--- src/rtl/vn_pkg.sv ---
// ----------------------------------------------------------------------------
// vn_pkg: shared types and constants for the q15 vector normalizer
// Holds the payload structs, datapath widths and the sideband carried
// alongside the square root and divider pipelines.
// ----------------------------------------------------------------------------
package vn_pkg;

	localparam int SAMPLE_W = 16;
	localparam int SUMSQ_W  = 32;
	localparam int ROOT_W   = 16;
	localparam int NUM_W    = 31;
	localparam int THRESH_W = 15;

	localparam logic [15:0]         Q15_ONE      = 16'd32767;
	localparam logic [THRESH_W-1:0] THRESH_RESET = 15'd26841;

	// root and quotient bits resolved per pipeline stage
	localparam int STEPS_PER_STAGE = 2;
	localparam int ROOT_STAGES     = ROOT_W / STEPS_PER_STAGE;
	localparam int DIV_STAGES      = ROOT_W / STEPS_PER_STAGE;

	typedef struct packed {
		logic signed [SAMPLE_W-1:0] sample_x;
		logic signed [SAMPLE_W-1:0] sample_y;
		logic signed [SAMPLE_W-1:0] sample_z;
	} vn_in_t;

	typedef struct packed {
		logic signed [15:0] unit_x;
		logic signed [15:0] unit_y;
		logic signed [15:0] unit_z;
		logic [15:0]        vector_magnitude;
		logic               too_aligned;
		logic               zero_vector;
	} vn_out_t;

	// per-item data that rides along with the root search
	typedef struct packed {
		logic             zero;
		logic [2:0]       neg;
		logic [NUM_W-1:0] num_x;
		logic [NUM_W-1:0] num_y;
		logic [NUM_W-1:0] num_z;
	} vn_side_t;

endpackage

--- src/rtl/vn_div.sv ---
// ----------------------------------------------------------------------------
// vn_div: pipelined three-lane divider
// Restoring long division of each scaled component magnitude by the root,
// two quotient bits per register stage.
// ----------------------------------------------------------------------------
module vn_div (
	input  logic                         clk,
	input  logic                         arst_n,
	input  logic                         valid_in,
	input  logic [vn_pkg::ROOT_W-1:0]    mag_in,
	input  vn_pkg::vn_side_t             side_in,
	output logic                         valid_out,
	output logic [vn_pkg::ROOT_W-1:0]    mag_out,
	output logic [2:0]                   neg_out,
	output logic                         zero_out,
	output logic [vn_pkg::ROOT_W-1:0]    quot [3]
);

	localparam int STAGES = vn_pkg::DIV_STAGES;
	localparam int STEPS  = vn_pkg::STEPS_PER_STAGE;
	localparam int QW     = vn_pkg::ROOT_W;
	localparam int NW     = vn_pkg::NUM_W;

	logic          valid_s [STAGES+1];
	logic [QW-1:0] mag_s   [STAGES+1];
	logic [2:0]    neg_s   [STAGES+1];
	logic          zero_s  [STAGES+1];
	logic [NW-1:0] num_s   [STAGES+1][3];
	logic [QW-1:0] rem_s   [STAGES+1][3];
	logic [QW-1:0] quo_s   [STAGES+1][3];

	assign valid_s[0]  = valid_in;
	assign mag_s[0]    = mag_in;
	assign neg_s[0]    = side_in.neg;
	assign zero_s[0]   = side_in.zero;
	assign num_s[0][0] = side_in.num_x;
	assign num_s[0][1] = side_in.num_y;
	assign num_s[0][2] = side_in.num_z;

	// high numerator bits start the remainder; they are below the divisor
	for (genvar l = 0; l < 3; l++) begin : g_init
		assign rem_s[0][l] = QW'(num_s[0][l][NW-1:QW]);
		assign quo_s[0][l] = '0;
	end

	for (genvar g = 0; g < STAGES; g++) begin : g_stage
		logic [QW-1:0] rem_nx [3];
		logic [QW-1:0] quo_nx [3];

		for (genvar l = 0; l < 3; l++) begin : g_lane
			// shift in the next numerator bit, subtract when it fits
			always_comb begin
				logic [QW:0] part;
				rem_nx[l] = rem_s[g][l];
				quo_nx[l] = quo_s[g][l];
				for (int k = 0; k < STEPS; k++) begin
					part = {rem_nx[l], num_s[g][l][QW - 1 - g*STEPS - k]};
					if (part >= {1'b0, mag_s[g]}) begin
						part      = part - {1'b0, mag_s[g]};
						quo_nx[l] = quo_nx[l] | (QW'(1) << (QW - 1 - g*STEPS - k));
					end
					rem_nx[l] = part[QW-1:0];
				end
			end

			always_ff @(posedge clk) begin
				num_s[g+1][l] <= num_s[g][l];
				rem_s[g+1][l] <= rem_nx[l];
				quo_s[g+1][l] <= quo_nx[l];
			end
		end

		always_ff @(posedge clk or negedge arst_n) begin
			if (!arst_n) begin
				valid_s[g+1] <= 1'b0;
			end else begin
				valid_s[g+1] <= valid_s[g];
			end
		end

		always_ff @(posedge clk) begin
			mag_s[g+1]  <= mag_s[g];
			neg_s[g+1]  <= neg_s[g];
			zero_s[g+1] <= zero_s[g];
		end
	end

	assign valid_out = valid_s[STAGES];
	assign mag_out   = mag_s[STAGES];
	assign neg_out   = neg_s[STAGES];
	assign zero_out  = zero_s[STAGES];
	assign quot[0]   = quo_s[STAGES][0];
	assign quot[1]   = quo_s[STAGES][1];
	assign quot[2]   = quo_s[STAGES][2];

endmodule

--- config.mk ---
export PLATFORM = sky130hd
export DESIGN_NAME = vn_div
export DESIGN_NICKNAME = d
export VERILOG_FILES = /design/src/rtl/vn_pkg.sv /design/src/rtl/vn_div.sv
export SDC_FILE = /design/constraint.sdc
export NUM_CORES = 2
export LEC_CHECK = 0
export ABC_AREA = 1
export ABC_CLOCK_PERIOD_IN_PS = 5200
export BUFFER_PORTS_ARGS = -buffer_cell sky130_fd_sc_hd__buf_2
export CELL_PAD_IN_SITES_DETAIL_PLACEMENT = 1
export CELL_PAD_IN_SITES_GLOBAL_PLACEMENT = 2
export CORE_MARGIN = 3
export CORE_UTILIZATION = 36
export CTS_CLUSTER_SIZE = 12
export DETAILED_ROUTE_END_ITERATION = 10
export PLACE_DENSITY_LB_ADDON = 0.15
export SYNTH_ARGS = -nofsm -noshare
export SYNTH_HDL_FRONTEND = slang
export SYNTH_SLANG_ARGS = --single-unit
--- constraint.sdc ---
create_clock -name clk -period 5.2 [get_ports clk]
set_input_delay 0.26 -clock clk [delete_from_list [all_inputs] [get_ports clk]]
set_output_delay 0.26 -clock clk [all_outputs]
set_load 0.01 [all_outputs]
==> metrics.md <==
| Metric | Value |
|---|---|
| Area growth syn-to-layout | `12.9%` |
| Drt total wl | `between 200000 and 300000 um` |
| Post-Syn Area | `66700 sq um` |
| Via count | `65800` |
| Clock transition at path regs | `0.06 ns` |
| FFs w/ async S/R, synth | `0.00901` |
| Worst EP arrival | `5.60 ns` |
| CP startpoint | `mag_in[9]` |
| WL/cell | `between 20 and 25 um` |
| Design area | `75400 sq um` |
| Detailed placement HPWL | `218000 um` |
| Worst R2R End | `rem_s[171]$_DFF_P_` |
| Skew-Pair Late Insertion Delay | `around 0.77 ns` |
| Area after DPL | `70700 sq um` |
| Die Ht | `~440 um` |
| First DRT Iteration DRCs | `2981` |
| Syn_area_per_cell | `6.74 sq um` |
| Fill cell count | `23700` |
| TritonCTS Buffers | `105` |
| Max-Cap Viols | `0` |
| Run status | `completed` |
| RSZ-0062 raised after global routing | `no` |
| Multi-input gate area | `around 44000 sq um` |
| Die X | `between 400 and 500 um` |
| Seq/Total Area, Yosys | `0.267` |
| First-pass GRT wire length | `397000 um` |
| Die Footprint | `191000 sq um` |
| Final max-slew violation count | `0` |
| Crit path capture type | `flip-flop` |
| R2R Setup Slk | `0.50 ns` |
| Number of hold violations in the final report | `0` |
| Vias in the first global route | `68900` |
| Setup Skew | `0.0401 ns` |
| Maximum clock path buffer count | `3` |
| Count of final setup violators | `0` |
| Post-route ant nets | `0` |
| Worst EP required | `5.90 ns` |
| Gr usage total | `0.266` |
| Post-synth EDFFs | `0` |
| Synth Instances | `9906` |
| Fmax | `0.204 GHz` |
| Final clock period utilization by the worst path | `0.942` |
| Seq. cell area | `17800 sq um` |
| H-tree depth | `3` |
| CTS root buf | `clkbuf_16` |
| Max Fanout on Critical Path | `21` |
| Gr ovfl total | `0` |
| Number of nets in the layout | `11200` |
| Syn_nets | `10800` |
| Min-delay src | `side_in[77]` |
| Yosys cell types | `57` |
| Worst r2r src | `mag_s[72]$_DFF_P_` |
| CORE AREA | `approximately 180000 sq um` |
| Synthesized flop and latch total | `888` |
| Hold Crit Depth | `5` |
| Final setup TNS | `0 ns` |
| Measured slew at the worst slew-check pin | `0.840 ns` |
| DRC violations left | `0` |
| Class of the worst hold path | `in -> reg` |
| FP Rows | `between 150 and 200` |
| Yosys warns | `0` |
| Clock Sinks | `888` |
| Worst hold endpoint | `rem_s[369]$_DFF_P_` |
| I/O Pins | `185` |
| Slew margin rel. | `0.440` |
| Share of layout cells above drive strength 1 | `0.0753` |
| Synth Flop Type | `dfxtp_1` |
| Initial antenna violation count | `3` |
| Final Wtd Congestion | `0.907` |
| Worst R2R Path Depth | `23` |
| First-pass DRT Iterations | `5` |
| Port Buffers | `184` |
| Kind of start point of the critical path | `input pin` |
| CTS tree | `built` |
| Starting Density | `0.363` |
| Final Critical Period | `4.90 ns` |
| Via-per-instance ratio | `~5.1` |
| Critical path type | `in -> reg` |
| Largest net degree at the start of global routing | `30` |
-- cells in the mapped netlist (34+ instances only) --
cell type  count  share of area
nand2_1     3382           0.19
inv_1       1031          0.058
dfxtp_1      880           0.26
nand3_1      836          0.063
ha_1         768           0.14
a21oi_1      634          0.048
nor2_1       549          0.031
o21ai_0      388          0.029
xor2_1       269          0.035
nand4_1      179          0.017
xnor2_1      145          0.019
or2_2         73         0.0068
nand3b_1      71         0.0080
buf_4         56         0.0063
nor3_1        53         0.0040
buf_2         52         0.0039
fa_1          45          0.014
nand2_2       45         0.0042
a21o_1        42         0.0047
o21ai_1       39         0.0029
a31oi_1       34         0.0032
-- how the worst max path moves through the flow --
stage	depth (start not counted)	slack (ns)	to
floorplan	23	1.60	rem_s[138]$_DFF_P_
global placement	25	0.18	rem_s[366]$_DFF_P_
detailed placement	23	0.17	rem_s[380]$_DFF_P_
CTS	25	0.17	rem_s[368]$_DFF_P_
global route	23	0.02	rem_s[172]$_DFF_P_
finish	23	0.30	rem_s[368]$_DFF_P_
-- critical path, stage by stage --
cell           delay [ns]
dlygate4sd3_1        0.54
buf_2                0.13
inv_1                0.37
ha_1                 0.37
a21oi_1              0.32
o21ai_0              0.20
a21oi_1              0.26
nand3_4              0.27
inv_6                0.24
nand2_1              0.07
o21ai_1              0.23
ha_1                 0.37
a21oi_1              0.29
o21ai_0              0.12
a21oi_1              0.12
nand2_1              0.10
nand2_1              0.07
nand2_1              0.10
nand2_1              0.13
buf_4                0.24
nand4_1              0.14
dlygate4sd3_1        0.58
nand2_1              0.08
-- flip-flops by register name, summed over array words and instances (netlist names), 3 cells and up --
register / cells
rem_s: 336
num_s: 168
quo_s: 168
mag_s: 112
quot: 48
neg_s: 21
mag_out: 16
valid_s: 7
zero_s: 7
neg_out: 3
-- per-stage QoR --
stage / std cells / util / setup slack (ns) / hold WS, ns
floorplan: 9906 / - / 1.60 / -0.0356
global placement: 12500 / 0.385 / 0.180 / 0.101
detailed placement: 12500 / 0.385 / 0.172 / 0.112
CTS: 12800 / 0.410 / 0.169 / 0.00279
global route: 12800 / 0.410 / 0.0210 / 0.0437
finish: 12800 / 0.410 / 0.304 / 0.0545
-- cell families (layout without fill, tap and decap cells) --
logic type      after synthesis  count (layout)  share of synthesized area
buf+inv                    1203            1668                     0.0750
other cells                   0               2                          0
xor+xnor                    414             414                     0.0543
simple gates               5340            5340                      0.345
flops                       888             888                      0.267
fa+ha+maj                   813             813                      0.158
compound gates             1248            1248                      0.101
-- metal layers --
| layer | share of wire | vias up | GRT usage |
|---|---|---|---|
| met5 | 0 | - | 0 |
| met2 | 0.51 | 860 | 0.501 |
| met1 | 0.42 | 31400 | 0.308 |
| met4 | 0.045 | 0 | 0.105 |
| li1 | - | 33200 | - |
| met3 | 0.022 | 404 | 0.0227 |
-- layout by cell type (no fill, tap or decap), types with 53 or more instances in the layout --
| cell type | netlist | layout |
|---|---|---|
| ha_1 | 768 | 768 |
| nand3_1 | 836 | 836 |
| a21oi_1 | 634 | 634 |
| nand3b_1 | 71 | 71 |
| inv_1 | 1031 | 1030 |
| or2_2 | 73 | 73 |
| nor3_1 | 53 | 53 |
| nor2_1 | 549 | 549 |
| buf_4 | 56 | 145 |
| dlygate4sd3_1 | 0 | 108 |
| nand4_1 | 179 | 179 |
| xor2_1 | 269 | 269 |
| xnor2_1 | 145 | 145 |
| dfxtp_1 | 880 | 880 |
| nand2_1 | 3382 | 3382 |
| buf_2 | 52 | 184 |
| clkbuf_16 | 0 | 106 |
| o21ai_0 | 388 | 386 |
-- timing repair --
item	CTS	global route
hold buffers	108	0
buffers inserted	0	2
endpoints found under the hold margin	113	0
resized for setup	0	9
endpoints found under the setup margin	0	32
-- cell type report --
cell class	count	area share
inverter	1044	0.0521
antenna	2	0.0000664
clock inverter	47	0.00699
tap	2464	0.0409
timing repair buffer	439	0.0415
clock buffer	138	0.0392
sequential	888	0.236
multi-input combinational	7815	0.583
Power is left out: the tool's default activity adds up to more than one toggle a clock period on the data nets, which glitch-free logic cannot reach.
