**src/rtl/vn_pkg.sv**
```systemverilog
// ----------------------------------------------------------------------------
// vn_pkg: shared types and constants for the q15 vector normalizer
// Holds the payload structs, datapath widths and the sideband carried
// alongside the square root and divider pipelines.
// ----------------------------------------------------------------------------
package vn_pkg;

	localparam int SAMPLE_W = 16;
	localparam int SUMSQ_W  = 32;
	localparam int ROOT_W   = 16;
	localparam int NUM_W    = 31;
	localparam int THRESH_W = 15;

	localparam logic [15:0]         Q15_ONE      = 16'd32767;
	localparam logic [THRESH_W-1:0] THRESH_RESET = 15'd26841;

	// root and quotient bits resolved per pipeline stage
	localparam int STEPS_PER_STAGE = 2;
	localparam int ROOT_STAGES     = ROOT_W / STEPS_PER_STAGE;
	localparam int DIV_STAGES      = ROOT_W / STEPS_PER_STAGE;

	typedef struct packed {
		logic signed [SAMPLE_W-1:0] sample_x;
		logic signed [SAMPLE_W-1:0] sample_y;
		logic signed [SAMPLE_W-1:0] sample_z;
	} vn_in_t;

	typedef struct packed {
		logic signed [15:0] unit_x;
		logic signed [15:0] unit_y;
		logic signed [15:0] unit_z;
		logic [15:0]        vector_magnitude;
		logic               too_aligned;
		logic               zero_vector;
	} vn_out_t;

	// per-item data that rides along with the root search
	typedef struct packed {
		logic             zero;
		logic [2:0]       neg;
		logic [NUM_W-1:0] num_x;
		logic [NUM_W-1:0] num_y;
		logic [NUM_W-1:0] num_z;
	} vn_side_t;

endpackage

```
**src/rtl/vn_sqrt.sv**
```systemverilog
// ----------------------------------------------------------------------------
// vn_sqrt: pipelined floor square root
// Restoring digit-by-digit root, two root bits per register stage, with the
// item sideband delayed alongside.
// ----------------------------------------------------------------------------
module vn_sqrt (
	input  logic                         clk,
	input  logic                         arst_n,
	input  logic                         valid_in,
	input  logic [vn_pkg::SUMSQ_W-1:0]   arg,
	input  vn_pkg::vn_side_t             side_in,
	output logic                         valid_out,
	output logic [vn_pkg::ROOT_W-1:0]    root,
	output vn_pkg::vn_side_t             side_out
);

	localparam int STAGES = vn_pkg::ROOT_STAGES;
	localparam int STEPS  = vn_pkg::STEPS_PER_STAGE;
	localparam int RW     = vn_pkg::ROOT_W;
	localparam int AW     = vn_pkg::SUMSQ_W;

	logic                 valid_s [STAGES+1];
	logic [AW-1:0]        rem_s   [STAGES+1];
	logic [RW-1:0]        root_s  [STAGES+1];
	vn_pkg::vn_side_t     side_s  [STAGES+1];

	assign valid_s[0] = valid_in;
	assign rem_s[0]   = arg;
	assign root_s[0]  = '0;
	assign side_s[0]  = side_in;

	for (genvar g = 0; g < STAGES; g++) begin : g_stage
		logic [AW-1:0] rem_nx;
		logic [RW-1:0] root_nx;

		// two root bits: trial = 2*root*2^b + 2^(2b)
		always_comb begin
			logic [AW+1:0] trial;
			rem_nx  = rem_s[g];
			root_nx = root_s[g];
			for (int k = 0; k < STEPS; k++) begin
				trial = ((AW+2)'(root_nx) << (RW - g*STEPS - k))
					| ((AW+2)'(1) << (2*(RW - 1 - g*STEPS - k)));
				if ((AW+2)'(rem_nx) >= trial) begin
					rem_nx  = rem_nx - trial[AW-1:0];
					root_nx = root_nx | (RW'(1) << (RW - 1 - g*STEPS - k));
				end
			end
		end

		always_ff @(posedge clk or negedge arst_n) begin
			if (!arst_n) begin
				valid_s[g+1] <= 1'b0;
			end else begin
				valid_s[g+1] <= valid_s[g];
			end
		end

		always_ff @(posedge clk) begin
			rem_s[g+1]  <= rem_nx;
			root_s[g+1] <= root_nx;
			side_s[g+1] <= side_s[g];
		end
	end

	assign valid_out = valid_s[STAGES];
	assign root      = root_s[STAGES];
	assign side_out  = side_s[STAGES];

endmodule

```
**config.mk**
```make
export PLATFORM = sky130hd
export DESIGN_NAME = vn_sqrt
export DESIGN_NICKNAME = d
export VERILOG_FILES = /design/src/rtl/vn_pkg.sv /design/src/rtl/vn_sqrt.sv
export SDC_FILE = /design/constraint.sdc
export NUM_CORES = 1
export LEC_CHECK = 0
export BUFFER_PORTS_ARGS = -buffer_cell sky130_fd_sc_hd__buf_2
export CAP_MARGIN = 0
export CORE_ASPECT_RATIO = 2
export CORE_MARGIN = 5
export CORE_UTILIZATION = 58
export CTS_CLUSTER_SIZE = 20
export DETAILED_ROUTE_END_ITERATION = 12
export PLACE_DENSITY = 0.79
export SYNTH_ARGS = -nofsm -noshare
export SYNTH_HDL_FRONTEND = slang
export SYNTH_SLANG_ARGS = --single-unit
```
**constraint.sdc**
```tcl
create_clock -name clk -period 13.9 [get_ports clk]
set_input_delay 2.78 -clock clk [delete_from_list [all_inputs] [get_ports clk]]
set_output_delay 2.78 -clock clk [all_outputs]
set_load 0.02 [all_outputs]
```
==> results of run 1 <==
==> flip-flops by register name, indices dropped and copies added (netlist names) <==
name / flops
valid_out: 1
rem_s: 224
valid_s: 7
root: 16
root_s: 56
side_s: 679
side_out: 97
==> power groups by stage <==
stage	combinational [mW]	clock, mW	sequential [mW]
floorplan	1.90	0	3.64
global placement	2.41	0	3.73
detailed placement	2.50	0	3.75
CTS	2.52	2.60	3.68
global route	2.78	2.72	3.72
finish	2.56	2.52	3.68
==> area by class of cell <==
| type | instances | area (um^2) |
|---|---|---|
| clock buffers | 112 | 2340 |
| clock inverters | 44 | 669 |
| multi-input cells | 1504 | 10300 |
| inverters | 133 | 499 |
| flip-flops and latches | 1080 | 21700 |
| fillers | 4356 | 19400 |
| well taps | 756 | 946 |
| repair buffers | 253 | 1290 |
==> critical path, delay by kind of cell, from the launching register on <==
family | cells | cell delay (ps)
AND/OR/NAND/NOR | 8 | 2740
AO/OA/AOI/OAI | 5 | 1480
multiplexers | 1 | 380
buffers and inverters | 4 | 1470
flip-flops | 1 | 340
adder cells (fa/ha/maj) | 2 | 750
==> routing by layer <==
layer | GRT usage (%) | wire (um)
met5 | 0 | 0
met4 | 17.7 | 6060
met3 | 3.48 | 2860
met2 | 46.1 | 41500
met1 | 18.8 | 22200
==> logic make-up after synthesis <==
| kind of cell | after synthesis | share of synthesized area, % |
|---|---|---|
| flip-flops | 1080 | 64.9 |
| AND/OR/NAND/NOR | 660 | 10.1 |
| AO/OA/AOI/OAI | 477 | 9.33 |
| buffers and inverters | 273 | 4.18 |
| XOR/XNOR | 180 | 4.72 |
| adder cells (fa/ha/maj) | 157 | 5.88 |
| multiplexers | 30 | 0.952 |
==> how the worst min path moves through the flow <==
stage / endpoint / start / slack [ps] / depth (start not counted)
2_1_floorplan: side_out[0]$_DFF_P_ / side_s[97]$_DFF_P_ / 310 / 0
3_3_place_gp: side_s[315]$_DFF_P_ / side_s[412]$_DFF_P_ / 310 / 0
5_1_grt: side_s[592]$_DFF_P_ / side_s[689]$_DFF_P_ / 320 / 0
6_report: side_s[452]$_DFF_P_ / side_s[549]$_DFF_P_ / 310 / 0
3_5_place_dp: side_s[423]$_DFF_P_ / side_s[520]$_DFF_P_ / 310 / 0
4_1_cts: side_s[452]$_DFF_P_ / side_s[549]$_DFF_P_ / 310 / 0
==> synth_stat cells, types with 22 or more instances <==
library cell | count | share of area, %
a21o_1 | 43 | 0.97
a21oi_1 | 143 | 2.1
buf_4 | 97 | 2.2
clkbuf_1 | 33 | 0.37
dfxtp_1 | 1072 | 64
ha_1 | 157 | 5.9
inv_1 | 129 | 1.5
nand2_1 | 150 | 1.7
nand2b_1 | 26 | 0.49
nand3_1 | 43 | 0.64
nand4_1 | 34 | 0.64
nor2_1 | 172 | 1.9
nor2b_1 | 22 | 0.41
nor3_1 | 48 | 0.72
nor4_1 | 47 | 0.88
o21a_1 | 28 | 0.63
o21ai_0 | 93 | 1.4
or3_1 | 24 | 0.45
xnor2_1 | 119 | 3.1
xor2_1 | 61 | 1.6
==> stage by stage <==
| stage | cells | setup WS (ps) | hold WS (ps) | instance area [um^2] |
|---|---|---|---|---|
| floorplan | 2857 | 8380 | 310 | 33400 |
| global placement | 3726 | 7000 | 310 | 34700 |
| detailed placement | 3726 | 6780 | 312 | 34700 |
| CTS | 3882 | 6720 | 307 | 37700 |
| global route | 3882 | 6360 | 316 | 37700 |
| finish | 3882 | 6560 | 306 | 37700 |
==> impl_metrics.py, run 1 <==
metrics = {
    "yosys": {
        "async_flop_share_pct": 0.741,
        "synth_cell_types": 84,
        "ys.flop_type": "dfxtp_1",
        "synth-edff-count": 0,
        "syn_inst": 2857,
        "synth_area_um2": 33400,
        "syn_avg_cell_area_um2": 11.7,
        "synth_nets": 3146,
        "synth_warnings": 0,
        "synth_seq_cells": 1080,
        "ys_seq_area_share_pct": 64.9,
    },
    "finish": {
        "mostFrequentLayoutCell": "dfxtp_1",
        "drive_above_1_share_pct": 14.1,
        "area_growth_pct": 13.0,
        "final_nets": 3345,
        "num_antenna_cells": 0,
        "fin_util_pct": 66.1,
        "mostFrequentLayoutCells": "dfxtp_1 (1072), buf_2 (245), nor2_1 (172)",
    },
    "power": {
        "power_mw": 8.77,
        "cellPowerDensity_nw_per_um2": 232,
        "p_leak_nw": 16.8,
        "peakVddDrop_mv": 0.181,
        "comb_power_share_pct": 29.2,
        "p_sw_mw": 2.86,
        "switching_share_pct": 32.7,
        "internal-power_mw": 5.90,
        "clock_power_share_pct": 28.7,
        "pwr-share-seq_pct": 42.0,
    },
    "worst_hold_path": {
        "hp-class": "flop to flop",
    },
    "sta": {
        "setup_viol": 0,
        "drv_slew": 0,
        "fmax_mhz": 136,
        "period_share_pct": 52.8,
        "slew_headroom_pct": 17.6,
        "rsz0062_at_grt": "false",
        "finalHoldViolations": 0,
        "worst_slew_pin_slew_ps": 1220,
        "setup_tns_ps": 0,
        "period_minus_slack_ps": 7340,
        "fin_skew_ps": 28.5,
    },
    "setup_path": {
        "r2r_setup_slack_ps": 6560,
        "critPathMaxFanout": 26,
        "reg2reg_depth": 20,
        "critPathRequiredTime_ps": 14400,
        "critPathCaptureType": "flop",
        "critPathLaunch": "root_s[43]$_DFF_P_",
        "slowest_delay_ps": 1040,
        "cp-start-kind": "flop",
        "cp.arrival_ps": 7840,
        "timing.rr.end": "rem_s[46]$_DFF_P_",
        "path_cells": "inv_1 -> ha_1 -> nand2_1 -> nor4_1 -> o2bb2ai_1 -> nand3_2 -> clkinv_1 -> o31ai_1 -> ha_1 -> and3_1 -> and4_1 -> nand3_1 -> o31ai_1 -> a22oi_1 -> o211ai_1 -> nor3_1 -> and4_1 -> buf_4 -> clkinv_1 -> mux2_2",
        "endpoint": "rem_s[46]$_DFF_P_",
        "critical_path_class": "flop to flop",
        "r2r_start": "root_s[43]$_DFF_P_",
        "critPathSlowestCell": "nor4_1",
    },
    "floorplan": {
        "row_count": 124,
        "die_h_um": 349,
        "io_pins": 246,
        "die_w_um": 180,
        "start_util_pct": 58.5,
        "coreArea_um2": 57100,
        "dieArea_um2": 62700,
    },
    "clocking": {
        "clk_pin_slew_ps": 70,
        "clock_path_buffers": 3,
        "cts_hold_buf": 0,
        "cts_tree": "yes",
        "clk-insertion-delay-late_ps": 630,
        "htree_levels": 3,
        "cts_setup_buffers": 0,
        "cts_root_buffer": "clkbuf_16",
        "numCtsBuffers": 84,
        "cts.sinks": 1080,
        "ctsResizeCount": 0,
    },
    "global_route": {
        "grt_overflow": 0,
        "grt_pass1_wl_mm": 114,
        "antenna_found_initial": 0,
        "grt_usage_pct": 22.7,
        "grt_max_degree": 27,
        "grt_pass1_vias": 22633,
    },
    "placed_design": {
        "place_congestion": 1.05,
        "io_buffers": 245,
        "dp_hpwl_mm": 54.4,
    },
    "drt": {
        "postRouteAntennaNets": 0,
        "drt_wl_total_mm": 72.6,
        "dr_total_vias": 20781,
        "avgViaCountPerCell": 5.35,
        "dr.pass1.iters": 7,
        "drc": 0,
        "drt_iter0_drc": 878,
        "wl_per_cell_um": 18.7,
    },
    "run": {
        "drv_cap": 0,
    },
    "outcome": {
        "run_status": "completed",
    },
}
No activity file was read; power rests on OpenSTA's default activity.
==> inputs of run 2 (changes only) <==
ABC_AREA = 1   (was default)
clock period = 6.8 ns   (was 13.9 ns; I/O delays follow)
==> impl_metrics.py, run 2 <==
metrics = {
    "outcome": {
        "run_status": "completed",
    },
    "power": {
        "p_leak_nw": 19.8,
        "cellPowerDensity_nw_per_um2": 495,
        "p_sw_mw": 7.85,
        "internal-power_mw": 12.4,
        "pwr-share-seq_pct": 37.3,
        "switching_share_pct": 38.8,
        "comb_power_share_pct": 36.7,
        "clock_power_share_pct": 26.0,
        "peakVddDrop_mv": 0.363,
    },
    "drt": {
        "dr_total_vias": 25958,
        "postRouteAntennaNets": 0,
        "drt_wl_total_mm": 97.6,
        "dr.pass1.iters": 6,
        "drc": 0,
        "drt_iter0_drc": 1166,
        "avgViaCountPerCell": 5.18,
        "wl_per_cell_um": 19.5,
    },
    "yosys": {
        "synth_warnings": 0,
        "synth_seq_cells": 1080,
        "synth_most_common_cell": "dfxtp_1",
        "synth-edff-count": 0,
        "synth_commonest_cells": "dfxtp_1 (1072), nand2_1 (895), inv_1 (436)",
        "async_flop_share_pct": 0.741,
        "ys_seq_area_share_pct": 59.3,
        "syn_inst": 3932,
        "syn_avg_cell_area_um2": 9.29,
        "synth_area_um2": 36500,
        "synth_nets": 4221,
        "ys.flop_type": "dfxtp_1",
        "synth_area_leaders": "dfxtp_1 (59%), nand2_1 (9.2%), ha_1 (5.4%), inv_1 (4.5%), nor2_1 (3.2%)",
        "synth_top_area_cell": "dfxtp_1",
        "synth_cell_types": 59,
        "yosysTopAreaCellShare_pct": 58.8,
    },
    "clocking": {
        "cts.sinks": 1080,
        "htree_levels": 3,
        "clock_path_buffers": 3,
        "cts_hold_buf": 0,
        "numCtsBuffers": 84,
        "cts_setup_buffers": 0,
        "ctsResizeCount": 0,
        "cts_root_buffer": "clkbuf_16",
        "clk_pin_slew_ps": 70,
        "cts_tree": "yes",
        "clk-insertion-delay-late_ps": 680,
    },
    "finish": {
        "multi_input_area_um2": 12200,
        "area_growth_pct": 11.9,
        "register_area_um2": 21700,
        "fillers": 5006,
        "final_cells": 5008,
        "mostFrequentLayoutCells": "dfxtp_1 (1072), nand2_1 (895), inv_1 (436)",
        "final_nets": 4430,
        "mostFrequentLayoutCell": "dfxtp_1",
        "drive_above_1_share_pct": 12.4,
        "largest_reg_flops": 679,
        "top_register": "side_s",
    },
    "placed_design": {
        "io_buffers": 245,
        "place_congestion": 1.05,
        "dp.cells": 4847,
        "dp_hpwl_mm": 72.3,
    },
    "floorplan": {
        "io_pins": 246,
        "row_count": 130,
        "coreArea_um2": 62600,
        "dieArea_um2": 68400,
        "die_w_um": 187,
        "start_util_pct": 58.3,
        "die_h_um": 365,
    },
    "sta": {
        "slew_headroom_pct": 16.8,
        "period_share_pct": 74.0,
        "fin_skew_ps": 58.5,
        "period_minus_slack_ps": 5030,
        "holdWs_ps": 298,
        "finalHoldViolations": 0,
        "drv_slew": 0,
        "fmax_mhz": 199,
        "worst_slew_pin_slew_ps": 1240,
        "setup_viol": 0,
        "rsz0062_at_grt": "false",
        "setup_tns_ps": 0,
    },
    "global_route": {
        "grt_usage_pct": 28.5,
        "grt_pass1_wl_mm": 148,
        "antenna_found_initial": 12,
        "grt_max_degree": 30,
        "grt_overflow": 0,
        "grt_pass1_vias": 27579,
    },
    "setup_path": {
        "cp-start-kind": "flop",
        "critPathMaxFanout": 16,
        "cp.arrival_ps": 5620,
        "critPathCaptureType": "flop",
        "critical_path_class": "flop to flop",
        "critPathRequiredTime_ps": 7390,
    },
    "worst_hold_path": {
        "hp-class": "flop to flop",
    },
    "run": {
        "drv_cap": 0,
    },
}
## run 2: stage by stage
step | area (um^2) | util, % | setup WS [ps] | total power, mW
after global placement | 37800 | 60.4 | 2060 | 14.7
after floorplan | 36500 | - | 3300 | 12.9
after detailed placement | 37800 | 60.4 | 2050 | 14.8
after global routing | 40900 | 65.3 | 1240 | 21.5
after CTS | 40900 | 65.3 | 1950 | 20.1
final | 40900 | 65.3 | 1770 | 20.2
## run 2: area by class of cell
cell class                 instances  area share [%]
sequential                      1080            53.0
multi-input combinational       2268            29.8
clock buffer                     108            5.76
inverter                         459            4.21
timing repair buffer             248            3.05
tap                              792            2.42
clock inverter                    47            1.73
antenna                            6          0.0367
## run 2: cells by family after synthesis
| logic type | count (synthesis) | synth area share (%) |
|---|---|---|
| XOR/XNOR | 122 | 2.93 |
| AND/OR/NAND/NOR | 1660 | 20.1 |
| AO/OA/AOI/OAI | 329 | 5.00 |
| flip-flops | 1080 | 59.3 |
| adder cells (fa/ha/maj) | 157 | 5.38 |
| buffers and inverters | 584 | 7.34 |
## run 2: layer usage
layer / global-route usage [%] / routed length, um / vias to the layer above / share of wire, %
met4: 25.3 / 10300 / 10 / 11
met1: 22.5 / 28400 / 11745 / 29
met5: 0 / 66 / - / 0.068
met2: 54.8 / 52300 / 945 / 54
li1: - / - / 12762 / -
met3: 8.50 / 6550 / 496 / 6.7
## run 2: power by group through the flow
| stage | clock [mW] | combinational, mW | sequential [mW] |
|---|---|---|---|
| 5_1_grt | 5.67 | 8.25 | 7.60 |
| 3_5_place_dp | 0 | 7.17 | 7.66 |
| 3_3_place_gp | 0 | 7.10 | 7.63 |
| 4_1_cts | 5.38 | 7.21 | 7.52 |
| 6_report | 5.27 | 7.42 | 7.55 |
| 2_1_floorplan | 0 | 5.45 | 7.47 |
## run 2: worst max-delay path: stages (launching register included)
cell and delay [ps]:
dfxtp_1 500, inv_1 120, ha_1 350, a21o_1 220, or2_1 250, nor2_2 230, nand3_2 290, inv_1 470
o21ai_0 210, ha_1 390, nand2_1 130, nor2_1 330, nand3_1 110, nor3_1 180, nand2_1 200, nor2_1 130
nand2_1 90, nand2_1 160, nand3b_2 370, nand2_1 120, nand2_1 110
## run 2: path summary, 6_finish.rpt
| kind | to | start | slack, ps | cells after the start |
|---|---|---|---|---|
| max in group asynchronous | valid_s[6]$_DFF_PN0_ | arst_n | 6120 | 1 |
| setup / recovery | rem_s[144]$_DFF_P_ | root_s[95]$_DFF_P_ | 1770 | 20 |
| hold reg to reg | side_s[139]$_DFF_P_ | side_s[236]$_DFF_P_ | 300 | 0 |
| min in group asynchronous | valid_s[5]$_DFF_PN0_ | arst_n | 530 | 1 |
| setup reg to reg | rem_s[144]$_DFF_P_ | root_s[95]$_DFF_P_ | 1770 | 20 |
| hold / removal | side_s[139]$_DFF_P_ | side_s[236]$_DFF_P_ | 300 | 0 |
